**src/hw/rtl/dtcd_pkg.sv**
```systemverilog
package dtcd_pkg;

   typedef logic signed [23:0] year_type;
   typedef logic signed [27:0] month_count_type;
   typedef logic [3:0]         month_type;
   typedef logic [4:0]         mday_type;
   typedef logic [8:0]         yday_type;

   typedef struct packed {
      logic leap;
      logic special;
   } year_flags_type;

   localparam logic [17:0] DAYS_400 = 18'd146097;
   localparam logic [15:0] DAYS_100 = 16'd36524;
   localparam logic [10:0] DAYS_4Y  = 11'd1461;
   localparam logic [8:0]  DAYS_1Y  = 9'd365;

   // count is biased positive so the 400-year split is an unsigned divide
   localparam logic [15:0] Q400_BIAS = 16'd15000;
   localparam logic [33:0] U_BIAS    = 34'(64'd15000 * 64'd146097 - 64'd11323);
   localparam logic signed [31:0] SMALLEST_SAFE = -32'sd2147472324;

   // reciprocals, floored: quotient estimate is exact or one low
   localparam logic [30:0] RECIP_400 = 31'(64'd281474976710656 / 64'd146097);
   localparam logic [15:0] RECIP_4Y  = 16'(64'd67108864 / 64'd1461);

   localparam year_type  YEAR_BASE = 24'sd31;
   localparam month_type MONTH_DEC = 4'd11;
   localparam mday_type  LAST_MDAY = 5'd30;
   localparam yday_type  LAST_YDAY = 9'd365;

   function automatic logic [8:0] cum_days(input logic [3:0] idx);
      logic [8:0] v;
      case (idx)
         4'd0:    v = 9'd0;
         4'd1:    v = 9'd31;
         4'd2:    v = 9'd59;
         4'd3:    v = 9'd90;
         4'd4:    v = 9'd120;
         4'd5:    v = 9'd151;
         4'd6:    v = 9'd181;
         4'd7:    v = 9'd212;
         4'd8:    v = 9'd243;
         4'd9:    v = 9'd273;
         4'd10:   v = 9'd304;
         4'd11:   v = 9'd334;
         default: v = 9'd0;
      endcase
      return v;
   endfunction

endpackage

```
**src/hw/rtl/days_to_civil_date_core.sv**
```systemverilog
// Throughput: one request per cycle; all 11 stages advance together and
// hold as one while rsp_valid is high and rsp_ready is low.
// Most stages belong to the two reciprocal multiply / correct chains (400-year, 4-year).
// Reset (synchronous) clears the stage valid bits only; data regs keep junk.
module days_to_civil_date_core (
   input  logic                           clock,
   input  logic                           reset,
   input  logic                           req_valid,
   output logic                           req_ready,
   input  logic signed [31:0]             req_day_count,
   output logic                           rsp_valid,
   input  logic                           rsp_ready,
   output dtcd_pkg::year_type             rsp_epoch_year,
   output dtcd_pkg::month_type            rsp_month_index,
   output dtcd_pkg::mday_type             rsp_day_of_month,
   output dtcd_pkg::yday_type             rsp_day_of_year,
   output dtcd_pkg::month_count_type      rsp_month_offset,
   output logic                           rsp_invalid
);
   import dtcd_pkg::*;

   localparam int STAGES = 11;

   logic              advance;
   logic [STAGES-1:0] vld_ff;
   logic [STAGES-1:0] inv_ff;

   // stage 1
   logic [33:0] s1_u_in, s1_u_ff;
   logic        s1_inv_in;
   // stage 2
   logic [56:0] s2_p_in, s2_p_ff;
   logic [33:0] s2_u_ff;
   // stage 3
   logic [14:0] s3_q_in, s3_q_ff;
   logic [32:0] s3_prod_in, s3_prod_ff;
   logic [33:0] s3_u_ff;
   // stage 4
   logic [33:0] s4_diff;
   logic [18:0] s4_r;
   logic [17:0] s4_r400_in, s4_r400_ff;
   logic signed [15:0] s4_q400_in, s4_q400_ff;
   // stage 5
   logic [2:0]  s5_q100;
   logic [15:0] s5_n100_in, s5_n100_ff;
   year_type    s5_yacc_in, s5_yacc_ff;
   logic        s5_is3_in, s5_is3_ff, s5_is4_in, s5_is4_ff;
   // stage 6
   logic [31:0] s6_prod_in, s6_prod_ff;
   logic [15:0] s6_n100_ff;
   year_type    s6_yacc_ff;
   logic        s6_is3_ff, s6_is4_ff;
   // stage 7
   logic [4:0]  s7_q4_in, s7_q4_ff;
   logic [15:0] s7_prod_in, s7_prod_ff;
   logic [15:0] s7_n100_ff;
   year_type    s7_yacc_ff;
   logic        s7_is3_ff, s7_is4_ff;
   // stage 8
   logic [15:0] s8_diff;
   logic [11:0] s8_r;
   logic [10:0] s8_r4_in, s8_r4_ff;
   logic [4:0]  s8_q4_in, s8_q4_ff;
   year_type    s8_yacc_ff;
   logic        s8_is3_ff, s8_is4_ff;
   // stage 9
   logic [2:0]     s9_q1;
   logic [10:0]    s9_off;
   yday_type       s9_n1_in, s9_n1_ff;
   year_flags_type s9_flags_in, s9_flags_ff;
   year_type       s9_yoff_in, s9_yoff_ff;
   // stage 10
   year_type    s10_yoff_ff;
   month_type   s10_mon_ff;
   mday_type    s10_mday_ff;
   yday_type    s10_yday_ff;
   // stage 11
   year_type        out_yoff_in, out_yoff_ff;
   month_type       out_mon_in, out_mon_ff;
   mday_type        out_mday_in, out_mday_ff;
   yday_type        out_yday_in, out_yday_ff;
   month_count_type out_moff_in, out_moff_ff;

   assign advance   = !vld_ff[STAGES-1] || rsp_ready;
   assign req_ready = advance && !reset;

   always_comb begin
      // stage 1: range check and bias
      s1_inv_in = req_day_count < SMALLEST_SAFE;
      s1_u_in   = 34'(req_day_count) + U_BIAS;

      // stage 2: 400-year quotient estimate
      s2_p_in = 57'(s1_u_ff[33:8]) * 57'(RECIP_400);

      // stage 3
      s3_q_in    = s2_p_ff[54:40];
      s3_prod_in = 33'(s3_q_in) * 33'(DAYS_400);

      // stage 4: fix the one-low estimate
      s4_diff = s3_u_ff - 34'(s3_prod_ff);
      s4_r    = s4_diff[18:0];
      if (s4_r >= 19'(DAYS_400)) begin
         s4_r400_in = 18'(s4_r - 19'(DAYS_400));
         s4_q400_in = $signed(16'(s3_q_ff) + 16'd1 - Q400_BIAS);
      end else begin
         s4_r400_in = s4_r[17:0];
         s4_q400_in = $signed(16'(s3_q_ff) - Q400_BIAS);
      end

      // stage 5: century split, quotient 0..4
      if (s4_r400_ff >= 18'(DAYS_100) * 18'd4) begin
         s5_q100 = 3'd4;
      end else if (s4_r400_ff >= 18'(DAYS_100) * 18'd3) begin
         s5_q100 = 3'd3;
      end else if (s4_r400_ff >= 18'(DAYS_100) * 18'd2) begin
         s5_q100 = 3'd2;
      end else if (s4_r400_ff >= 18'(DAYS_100)) begin
         s5_q100 = 3'd1;
      end else begin
         s5_q100 = 3'd0;
      end
      s5_n100_in = 16'(s4_r400_ff - 18'(DAYS_100) * 18'(s5_q100));
      s5_yacc_in = 24'(s4_q400_ff) * 24'sd400 + $signed(24'(s5_q100) * 24'd100)
                 + YEAR_BASE;
      s5_is3_in  = s5_q100 == 3'd3;
      s5_is4_in  = s5_q100 == 3'd4;

      // stage 6: 4-year quotient estimate
      s6_prod_in = 32'(s5_n100_ff) * 32'(RECIP_4Y);

      // stage 7
      s7_q4_in   = s6_prod_ff[30:26];
      s7_prod_in = 16'(s7_q4_in) * 16'(DAYS_4Y);

      // stage 8
      s8_diff = s7_n100_ff - s7_prod_ff;
      s8_r    = s8_diff[11:0];
      if (s8_r >= 12'(DAYS_4Y)) begin
         s8_r4_in = 11'(s8_r - 12'(DAYS_4Y));
         s8_q4_in = s7_q4_ff + 5'd1;
      end else begin
         s8_r4_in = s8_r[10:0];
         s8_q4_in = s7_q4_ff;
      end

      // stage 9: year within 4-year cycle, quotient 0..4
      if (s8_r4_ff >= 11'(DAYS_1Y) * 11'd4) begin
         s9_q1 = 3'd4;
      end else if (s8_r4_ff >= 11'(DAYS_1Y) * 11'd3) begin
         s9_q1 = 3'd3;
      end else if (s8_r4_ff >= 11'(DAYS_1Y) * 11'd2) begin
         s9_q1 = 3'd2;
      end else if (s8_r4_ff >= 11'(DAYS_1Y)) begin
         s9_q1 = 3'd1;
      end else begin
         s9_q1 = 3'd0;
      end
      s9_off   = 11'(DAYS_1Y) * 11'(s9_q1);
      s9_n1_in = 9'(s8_r4_ff - s9_off);
      // last day of a leap cycle belongs to the year before
      s9_flags_in.special = (s9_q1 == 3'd4) || s8_is4_ff;
      s9_flags_in.leap    = (s9_q1 == 3'd3) && ((s8_q4_ff != 5'd24) || s8_is3_ff);
      s9_yoff_in = s8_yacc_ff + $signed(24'(s8_q4_ff) * 24'd4 + 24'(s9_q1))
                 - $signed(24'(s9_flags_in.special));

      // stage 11: month count and zeroing of out-of-range requests
      if (inv_ff[STAGES-2]) begin
         out_yoff_in = '0;
         out_mon_in  = '0;
         out_mday_in = '0;
         out_yday_in = '0;
         out_moff_in = '0;
      end else begin
         out_yoff_in = s10_yoff_ff;
         out_mon_in  = s10_mon_ff;
         out_mday_in = s10_mday_ff;
         out_yday_in = s10_yday_ff;
         out_moff_in = 28'(s10_yoff_ff) * 28'sd12 + $signed(28'(s10_mon_ff));
      end
   end

   always_ff @(posedge clock) begin
      if (reset) begin
         vld_ff <= '0;
      end else if (advance) begin
         vld_ff <= {vld_ff[STAGES-2:0], req_valid};
      end
   end

   always_ff @(posedge clock) begin
      if (advance) begin
         inv_ff      <= {inv_ff[STAGES-2:0], s1_inv_in};
         s1_u_ff     <= s1_u_in;
         s2_p_ff     <= s2_p_in;
         s2_u_ff     <= s1_u_ff;
         s3_q_ff     <= s3_q_in;
         s3_prod_ff  <= s3_prod_in;
         s3_u_ff     <= s2_u_ff;
         s4_r400_ff  <= s4_r400_in;
         s4_q400_ff  <= s4_q400_in;
         s5_n100_ff  <= s5_n100_in;
         s5_yacc_ff  <= s5_yacc_in;
         s5_is3_ff   <= s5_is3_in;
         s5_is4_ff   <= s5_is4_in;
         s6_prod_ff  <= s6_prod_in;
         s6_n100_ff  <= s5_n100_ff;
         s6_yacc_ff  <= s5_yacc_ff;
         s6_is3_ff   <= s5_is3_ff;
         s6_is4_ff   <= s5_is4_ff;
         s7_q4_ff    <= s7_q4_in;
         s7_prod_ff  <= s7_prod_in;
         s7_n100_ff  <= s6_n100_ff;
         s7_yacc_ff  <= s6_yacc_ff;
         s7_is3_ff   <= s6_is3_ff;
         s7_is4_ff   <= s6_is4_ff;
         s8_r4_ff    <= s8_r4_in;
         s8_q4_ff    <= s8_q4_in;
         s8_yacc_ff  <= s7_yacc_ff;
         s8_is3_ff   <= s7_is3_ff;
         s8_is4_ff   <= s7_is4_ff;
         s9_n1_ff    <= s9_n1_in;
         s9_flags_ff <= s9_flags_in;
         s9_yoff_ff  <= s9_yoff_in;
         s10_yoff_ff <= s9_yoff_ff;
         out_yoff_ff <= out_yoff_in;
         out_mon_ff  <= out_mon_in;
         out_mday_ff <= out_mday_in;
         out_yday_ff <= out_yday_in;
         out_moff_ff <= out_moff_in;
      end
   end

   dtcd_month u_month (
      .clock   (clock),
      .advance (advance),
      .day_num (s9_n1_ff),
      .flags   (s9_flags_ff),
      .mon_ff  (s10_mon_ff),
      .mday_ff (s10_mday_ff),
      .yday_ff (s10_yday_ff)
   );

   assign rsp_valid        = vld_ff[STAGES-1];
   assign rsp_invalid      = inv_ff[STAGES-1];
   assign rsp_epoch_year   = out_yoff_ff;
   assign rsp_month_index  = out_mon_ff;
   assign rsp_day_of_month = out_mday_ff;
   assign rsp_day_of_year  = out_yday_ff;
   assign rsp_month_offset = out_moff_ff;

   a_invalid_zero: assert property (@(posedge clock) disable iff (reset)
      rsp_valid && rsp_invalid |-> rsp_epoch_year == '0 && rsp_month_index == '0
         && rsp_day_of_month == '0 && rsp_day_of_year == '0 && rsp_month_offset == '0)
      else $error("invalid request produced nonzero fields");

   a_month_count: assert property (@(posedge clock) disable iff (reset)
      rsp_valid && !rsp_invalid |->
         rsp_month_offset == 28'(rsp_epoch_year) * 28'sd12 + $signed(28'(rsp_month_index)))
      else $error("month count does not match year and month");

   a_field_range: assert property (@(posedge clock) disable iff (reset)
      rsp_valid && !rsp_invalid |-> rsp_month_index <= MONTH_DEC
         && rsp_day_of_month <= LAST_MDAY && rsp_day_of_year <= LAST_YDAY)
      else $error("calendar field out of range");

   a_stall_hold: assert property (@(posedge clock) disable iff (reset)
      rsp_valid && !rsp_ready |=> $stable(vld_ff) && $stable(inv_ff))
      else $error("pipeline moved during output stall");

endmodule

```
**src/hw/rtl/dtcd_month.sv**
```systemverilog
module dtcd_month (
   input  logic                     clock,
   input  logic                     advance,
   input  dtcd_pkg::yday_type       day_num,
   input  dtcd_pkg::year_flags_type flags,
   output dtcd_pkg::month_type      mon_ff,
   output dtcd_pkg::mday_type       mday_ff,
   output dtcd_pkg::yday_type       yday_ff
);
   import dtcd_pkg::*;

   logic [9:0] sum;
   logic [3:0] guess;
   logic [3:0] m_hi;
   logic [8:0] b_hi;
   logic [8:0] b_lo;
   month_type  mon_in;
   mday_type   mday_in;
   yday_type   yday_in;

   always_comb begin
      sum   = 10'(day_num) + 10'd50;
      guess = 4'(sum >> 5);
      if (guess == 4'd0) begin
         m_hi = 4'd1;
      end else if (guess > 4'd12) begin
         m_hi = 4'd12;
      end else begin
         m_hi = guess;
      end
      // days before the guessed month and before the month preceding it
      b_hi = cum_days(m_hi - 4'd1) + 9'(flags.leap && (m_hi > 4'd2));
      b_lo = cum_days(m_hi - 4'd2) + 9'(flags.leap && (m_hi > 4'd3));
      yday_in = day_num;
      if (flags.special) begin
         mon_in  = MONTH_DEC;
         mday_in = LAST_MDAY;
         yday_in = LAST_YDAY;
      end else if ((b_hi > day_num) && (m_hi > 4'd1)) begin
         mon_in  = m_hi - 4'd2;
         mday_in = 5'(day_num - b_lo);
      end else begin
         mon_in  = m_hi - 4'd1;
         mday_in = 5'(day_num - b_hi);
      end
   end

   always_ff @(posedge clock) begin
      if (advance) begin
         mon_ff  <= mon_in;
         mday_ff <= mday_in;
         yday_ff <= yday_in;
      end
   end

endmodule

```
**config.mk**
```make
export PLATFORM = sky130hd
export DESIGN_NAME = days_to_civil_date_core
export DESIGN_NICKNAME = d
export VERILOG_FILES = /design/src/hw/rtl/dtcd_pkg.sv /design/src/hw/rtl/days_to_civil_date_core.sv /design/src/hw/rtl/dtcd_month.sv
export SDC_FILE = /design/constraint.sdc
export NUM_CORES = 2
export LEC_CHECK = 0
export BUFFER_PORTS_ARGS = -buffer_cell sky130_fd_sc_hd__buf_4
export CORE_AREA = 2 2 270 272
export CTS_CLUSTER_SIZE = 25
export DETAILED_ROUTE_END_ITERATION = 12
export DIE_AREA = 0 0 272 274
export PLACE_DENSITY = 0.87
export SLEW_MARGIN = 25
export SYNTH_ARGS = -nofsm -noshare
export SYNTH_HDL_FRONTEND = slang
export SYNTH_SLANG_ARGS = --single-unit
```
**constraint.sdc**
```tcl
create_clock -name clock -period 22.6 [get_ports clock]
set_clock_uncertainty 0.15 [all_clocks]
set_input_delay 4.52 -clock clock [delete_from_list [all_inputs] [get_ports clock]]
set_output_delay 4.52 -clock clock [all_outputs]
set_load 0.1 [all_outputs]
```
**Word level (Yosys, flattened, before mapping)**

Memories as Yosys holds them, arrays and structs flattened.
Index checks and enable logic that the tools add are counted.

- Bits in registers: 572
- Memory bits (read-only): 288
- Input port bits: 36
- Output and inout bits: 73
- Word-level logic and storage cells: 126
- Memories: 2

Memory list:

| memory | words | bits a word | rd ports | clocked after Yosys merged registers in | wr ports | RTL line | RTL |
|---|---|---|---|---|---|---|---|
| (no name shown) | 16 | 9 | 1 | 0 | 0 | dtcd_pkg.sv:35 | `case (idx)` |
| (no name shown) | 16 | 9 | 1 | 0 | 0 | dtcd_pkg.sv:35 |  |

- $add $sub $neg: 24
- $mul: 9
- $lt $le $gt $ge: 16
- Equality and inequality tests: 5
- Mux-type cells: 16
- Reduce and logical (&&, ||, !) cells: 11

Operators by type and width:

| operator | number |
|---|---|
| 26-bit by 31-bit multiplier with 55-bit output, second input constant | 1 |
| 18-bit by 17-bit >= comparator with 1-bit output, second input constant | 2 |
| 32-bit by 33-bit adder with 34-bit output, second input constant | 1 |
| 32-bit < comparator, second input constant | 1 |
| 16-bit by 16-bit multiplier with 31-bit output, second input constant | 1 |
| 28-bit by 5-bit adder with 28-bit output | 1 |
| 24-bit by 3-bit multiplier with 26-bit output, second input constant | 1 |
| 24-bit by 11-bit adder with 24-bit output | 1 |
| 24-bit by 6-bit adder with 24-bit output, second input constant | 1 |
| 24-bit by 9-bit adder with 24-bit output | 1 |
| 24-bit by 2-bit subtractor with 24-bit output | 1 |
| 11-bit >= comparator, second input constant | 2 |
| 16-bit by 6-bit multiplier with 20-bit output, second input constant | 1 |
| 19-bit by 18-bit >= comparator with 1-bit output, second input constant | 1 |
| 15-bit by 18-bit multiplier with 19-bit output, second input constant | 1 |
| 19-bit subtractor | 1 |
| 18-bit by 16-bit >= comparator with 1-bit output, second input constant | 1 |
| 18-bit >= comparator, second input constant | 1 |
| 18-bit two-way mux | 1 |
| 18-bit subtractor, second input constant | 1 |
| 15-bit by 1-bit adder with 16-bit output, second input constant | 1 |
| 16-bit two-way mux | 1 |
| 15-bit by 14-bit subtractor with 16-bit output, second input constant | 1 |
| 16-bit by 14-bit subtractor with 16-bit output, second input constant | 1 |
| 36 further kinds | 55 |

**Logic depth before layout (Yosys ltp)**

- Depth in word-level cells: 10
- Mapped depth: 26
- Mapped depth without buffers: 25

**Cells and area by module**

From an unflattened synthesis, not the netlist that was laid out.

- Cells, all modules: 4224
- Area, all modules: 46574.7 µm²

Modules (own cells, without submodules):

| module | instances | cells each | area each (µm²) | sequential area each (µm²) |
|---|---|---|---|---|
| days_to_civil_date_core | 1 | 3975 | 44303.7 | 14033.5 |
| dtcd_month | 1 | 249 | 2270.9 | 540.5 |

**Worst setup path after synthesis**

OpenSTA, ideal clock, no wires.

- Kind: input port to flip-flop
- Start point: input port rsp_ready
- End point: register inv_ff[0], enable pin
- Library setup time: 1.033 ns
- Data arrival time: 17.747 ns
- Data required time: 21.417 ns
- Setup slack: 3.670 ns
- Stages: 3
- Path buffers: 1
- Cell sequence: nor2b_1 > inv_1 > clkbuf_1

- Longest elaborated chain between the ends: 1

Ends and longest elaborated chain:

| item | RTL line | RTL |
|---|---|---|
| from (decl) | days_to_civil_date_core.sv:12 | `input logic rsp_ready,` |
| 1-bit logical OR | days_to_civil_date_core.sv:84 | `assign advance = !vld_ff[STAGES-1] \|\| rsp_ready;` |
| to (signal assigned) | days_to_civil_date_core.sv:192 | `inv_ff <= {inv_ff[STAGES-2:0], s1_inv_in};` |
| to (decl) | days_to_civil_date_core.sv:26 | `logic [STAGES-1:0] inv_ff;` |

No other way between the ends.
A chain may end at the register's enable or synchronous reset.

**Final worst setup path**

- Start point: input port rsp_ready
- End point: output port req_ready

- Longest elaborated chain between the ends: 2

Ends and longest elaborated chain:

| item | RTL line | RTL |
|---|---|---|
| 1-bit logical OR | days_to_civil_date_core.sv:84 |  |
| 1-bit logical AND | days_to_civil_date_core.sv:85 | `assign req_ready = advance && !reset;` |
| to (decl) | days_to_civil_date_core.sv:9 | `output logic req_ready,` |

No other way between the ends.

==> Implementation_results.wiki <==
{| class="wikitable"
! Metric !! Value
|-
| Buffer levels on the longest clock path || 3
|-
| Cell count after placement || 5,223
|-
| CTS root buf || sky130_fd_sc_hd__clkbuf_16
|-
| Area growth from synthesis to layout || 7.755%
|-
| Crit share post-route || 44.83%
|-
| Cell area after layout || 49,930 µm²
|-
| Final layout net count || 5,536
|-
| Maximum level of the CTS H-tree || 2
|-
| Syn Inst Count || 4,176
|-
| Hold-fix buffer count after cts || 0
|-
| Transition time of the tightest slew-check pin || 0.9944 ns
|-
| Routed Wire Length || 96,420 µm
|-
| Number of distinct library cells after synthesis || 101
|-
| Crit Path Max Fanout || 13
|-
| Placed cell areas || 48,310 µm²
|-
| Leading post-synthesis cells by instance count || sky130_fd_sc_hd__inv_1 (989), sky130_fd_sc_hd__ha_1 (718), sky130_fd_sc_hd__edfxtp_1 (478)
|-
| Period minus WS final || 10.13 ns
|-
| Dominant register cell in the synthesized netlist || sky130_fd_sc_hd__edfxtp_1
|-
| Post-route DRC violation count || 0
|-
| Setup crit start || rsp_ready
|-
| Area fraction of the dominant cell type after synthesis || 30.98%
|-
| Initial core utilization || 64.38%
|-
| Slew margin rel. || 31.99%
|-
| Number of DRC markers in iteration 0 || 1,965
|-
| Detailed-route vias per instance || 5.691
|-
| Global-route wire length before repair || 159,600 µm
|-
| Post-Route Setup TNS || 0 ns
|-
| IO Pins || 109
|-
| Max-Cap Viols || 0
|-
| Antenna violations before repair || 0
|-
| Depth of the worst register-to-register path || 21
|-
| Clock sink count || 489
|-
| Hold/Removal Path Class || reg2reg
|-
| Number of port buffers || 108
|-
| Final ANT Viol Nets || 0
|-
| Final number of hold-violating endpoints || 0
|-
| Resize count post-CTS || 0
|-
| Clock tree from TritonCTS || yes
|-
| Mapped Avg Cell Area || 11.10 µm²
|-
| Reg clk slew, reported paths || 0.06 ns
|-
| Global-route usage over all layers || 26.93%
|-
| Warnings, synthesis || 0
|-
| Wire length per cell || 18.14 µm
|-
| Number of flops mapped to enable cells by yosys || 478
|-
| FF-to-FF Start || s1_u_ff[17]
|-
| GRT Residual Overflow || 0
|-
| Source-to-sink clock delay at the later pin of the worst-skew pair || 0.62 ns
|-
| Num CTS Buffers || 50
|-
| Worst R2R End || s2_p_ff[54]
|-
| Total vias in the final route || 30,250
|-
| Capture point of the worst path || req_ready
|-
| Kind of end point of the critical path || primary output
|-
| Die outline height || 274 µm
|-
| Number of cell rows || 99
|-
| Share of the yosys chip area belonging to registers || 31.45%
|-
| Top area cells in the synthesized netlist || sky130_fd_sc_hd__edfxtp_1 (31%), sky130_fd_sc_hd__fa_1 (20%), sky130_fd_sc_hd__ha_1 (19%)
|-
| Via count of the first global-routing pass || 32,510
|-
| Cell type with the largest total area after synthesis || sky130_fd_sc_hd__edfxtp_1
|-
| Data arrival time of the worst path || 5.46 ns
|-
| Startpoint type of the worst setup path || primary input
|-
| Post-CTS setup repair buffer count || 0
|-
| Fraction of layout cells with a size suffix above 1 || 5.669%
|-
| Maximum number of pins on one net before global-route repair || 118
|-
| Unrepaired setup endpoints after global routing || false
|-
| Number of register bits inferred by synthesis || 489
|-
| Final cell count without fillers || 5,316
|-
| Async set or reset register ratio after synthesis || 0%
|-
| Cell with the most instances after synthesis || sky130_fd_sc_hd__inv_1
|-
| Result of the run || finished clean
|-
| Worst Setup Path Type || in2out
|-
| Antenna cells || 0
|-
| Final setup violating endpoints || 0
|-
| Maximum operating frequency || 0.09870 GHz
|-
| HPWL Detailed || 77,030 µm
|-
| Pre-antenna DRT Iters || 5
|-
| Placer Congestion || 0.9505
|-
| Worst min-delay path startpoint || s5_yacc_ff[19]
|-
| Combined area of all synthesized cells || 46,330 µm²
|-
| Final Slew Violations || 0
|-
| Placeable core area || 71,970 µm²
|-
| R2r setup slk || 14.17 ns
|-
| Die X || 272 µm
|-
| Data required, critical path || 17.93 ns
|-
| Die Area || 74,530 µm²
|}
## cell families after synthesis
kind of cell	Yosys count	share of synthesized area, %
adder cells (fa/ha/maj)	1183	39.48
buffers and inverters	1025	8.358
AND/OR/NAND/NOR	606	6.594
AO/OA/AOI/OAI	585	8.609
flip-flops	489	31.45
XOR/XNOR	272	5.174
multiplexers	14	0.3159
other	2	0.01621
## layer usage
metal	GRT usage [%]	share of wire (%)	vias to the layer above
met5	0	0	-
met2	50.61	53	854
li1	-	-	14190
met4	12.38	4.9	0
met1	30.67	38	14930
met3	3.004	4.7	277
## worst min-delay path by stage
stage | to | slack, ns | cells past startpoint
6_report | s6_yacc_ff[19] | 0.26 | 0
5_1_grt | inv_ff[8] | 0.27 | 0
4_1_cts | inv_ff[8] | 0.26 | 0
3_5_place_dp | inv_ff[8] | 0.25 | 0
3_3_place_gp | s6_yacc_ff[8] | 0.25 | 0
2_1_floorplan | inv_ff[1] | 0.25 | 0
## critical path, cell delays in order
cell	delay, ns
sky130_fd_sc_hd__buf_4	0.11
sky130_fd_sc_hd__nor2b_2	0.50
sky130_fd_sc_hd__nor2_1	0.08
sky130_fd_sc_hd__buf_4	0.25
## placed cells by master, fill, tap and decap left out, drive strengths merged, types with 72 or more instances in the layout
master    n
buf     119
o21ai   116
xnor2   188
fa      465
edfxtp  478
inv     994
ha      718
nand2   125
nor2    163
nor2b    72
a21oi   165
xor2     84
## final cells by class
cell class,instances,area [µm²]
Multi-Input combinational cell,2665,27910
Timing Repair Buffer,120,900.9
Clock buffer,60,1310
Clock inverter,32,301.5
Inverter,991,3727
Tap cell,959,1200
Sequential cell,489,14570
Fill cell,4956,22040
## through the flow
step	util [%]	hold slack [ns]	setup slack (ns)
3_5_place_dp	67.12	0.2545	12.16
4_1_cts	69.36	0.2617	12.16
5_1_grt	69.38	0.2695	12.41
3_3_place_gp	67.12	0.2505	12.19
2_1_floorplan	-	0.2503	3.670
6_report	69.38	0.2621	12.47
## registers in the layout, indices dropped and copies added, names as in the netlist, 10 cells and up
register and flops:
s5_n100_ff 16, s5_yacc_ff 22, s10_yoff_ff 24, s6_yacc_ff 22
s7_n100_ff 12, s4_q400_ff 16, vld_ff 11, rsp_month_offset 26
s3_q_ff 15, s4_r400_ff 18, s7_prod_ff 10, rsp_epoch_year 24
s3_prod_ff 15, s1_u_ff 33, s2_p_ff 18, s3_u_ff 19
s8_yacc_ff 22, inv_ff 11, s6_n100_ff 10, s8_r4_ff 11
s2_u_ff 16, s7_yacc_ff 22, s9_yoff_ff 24
Power is not shown: default switching activity piles up to over one toggle a cycle in this logic, so the estimate is an artifact.
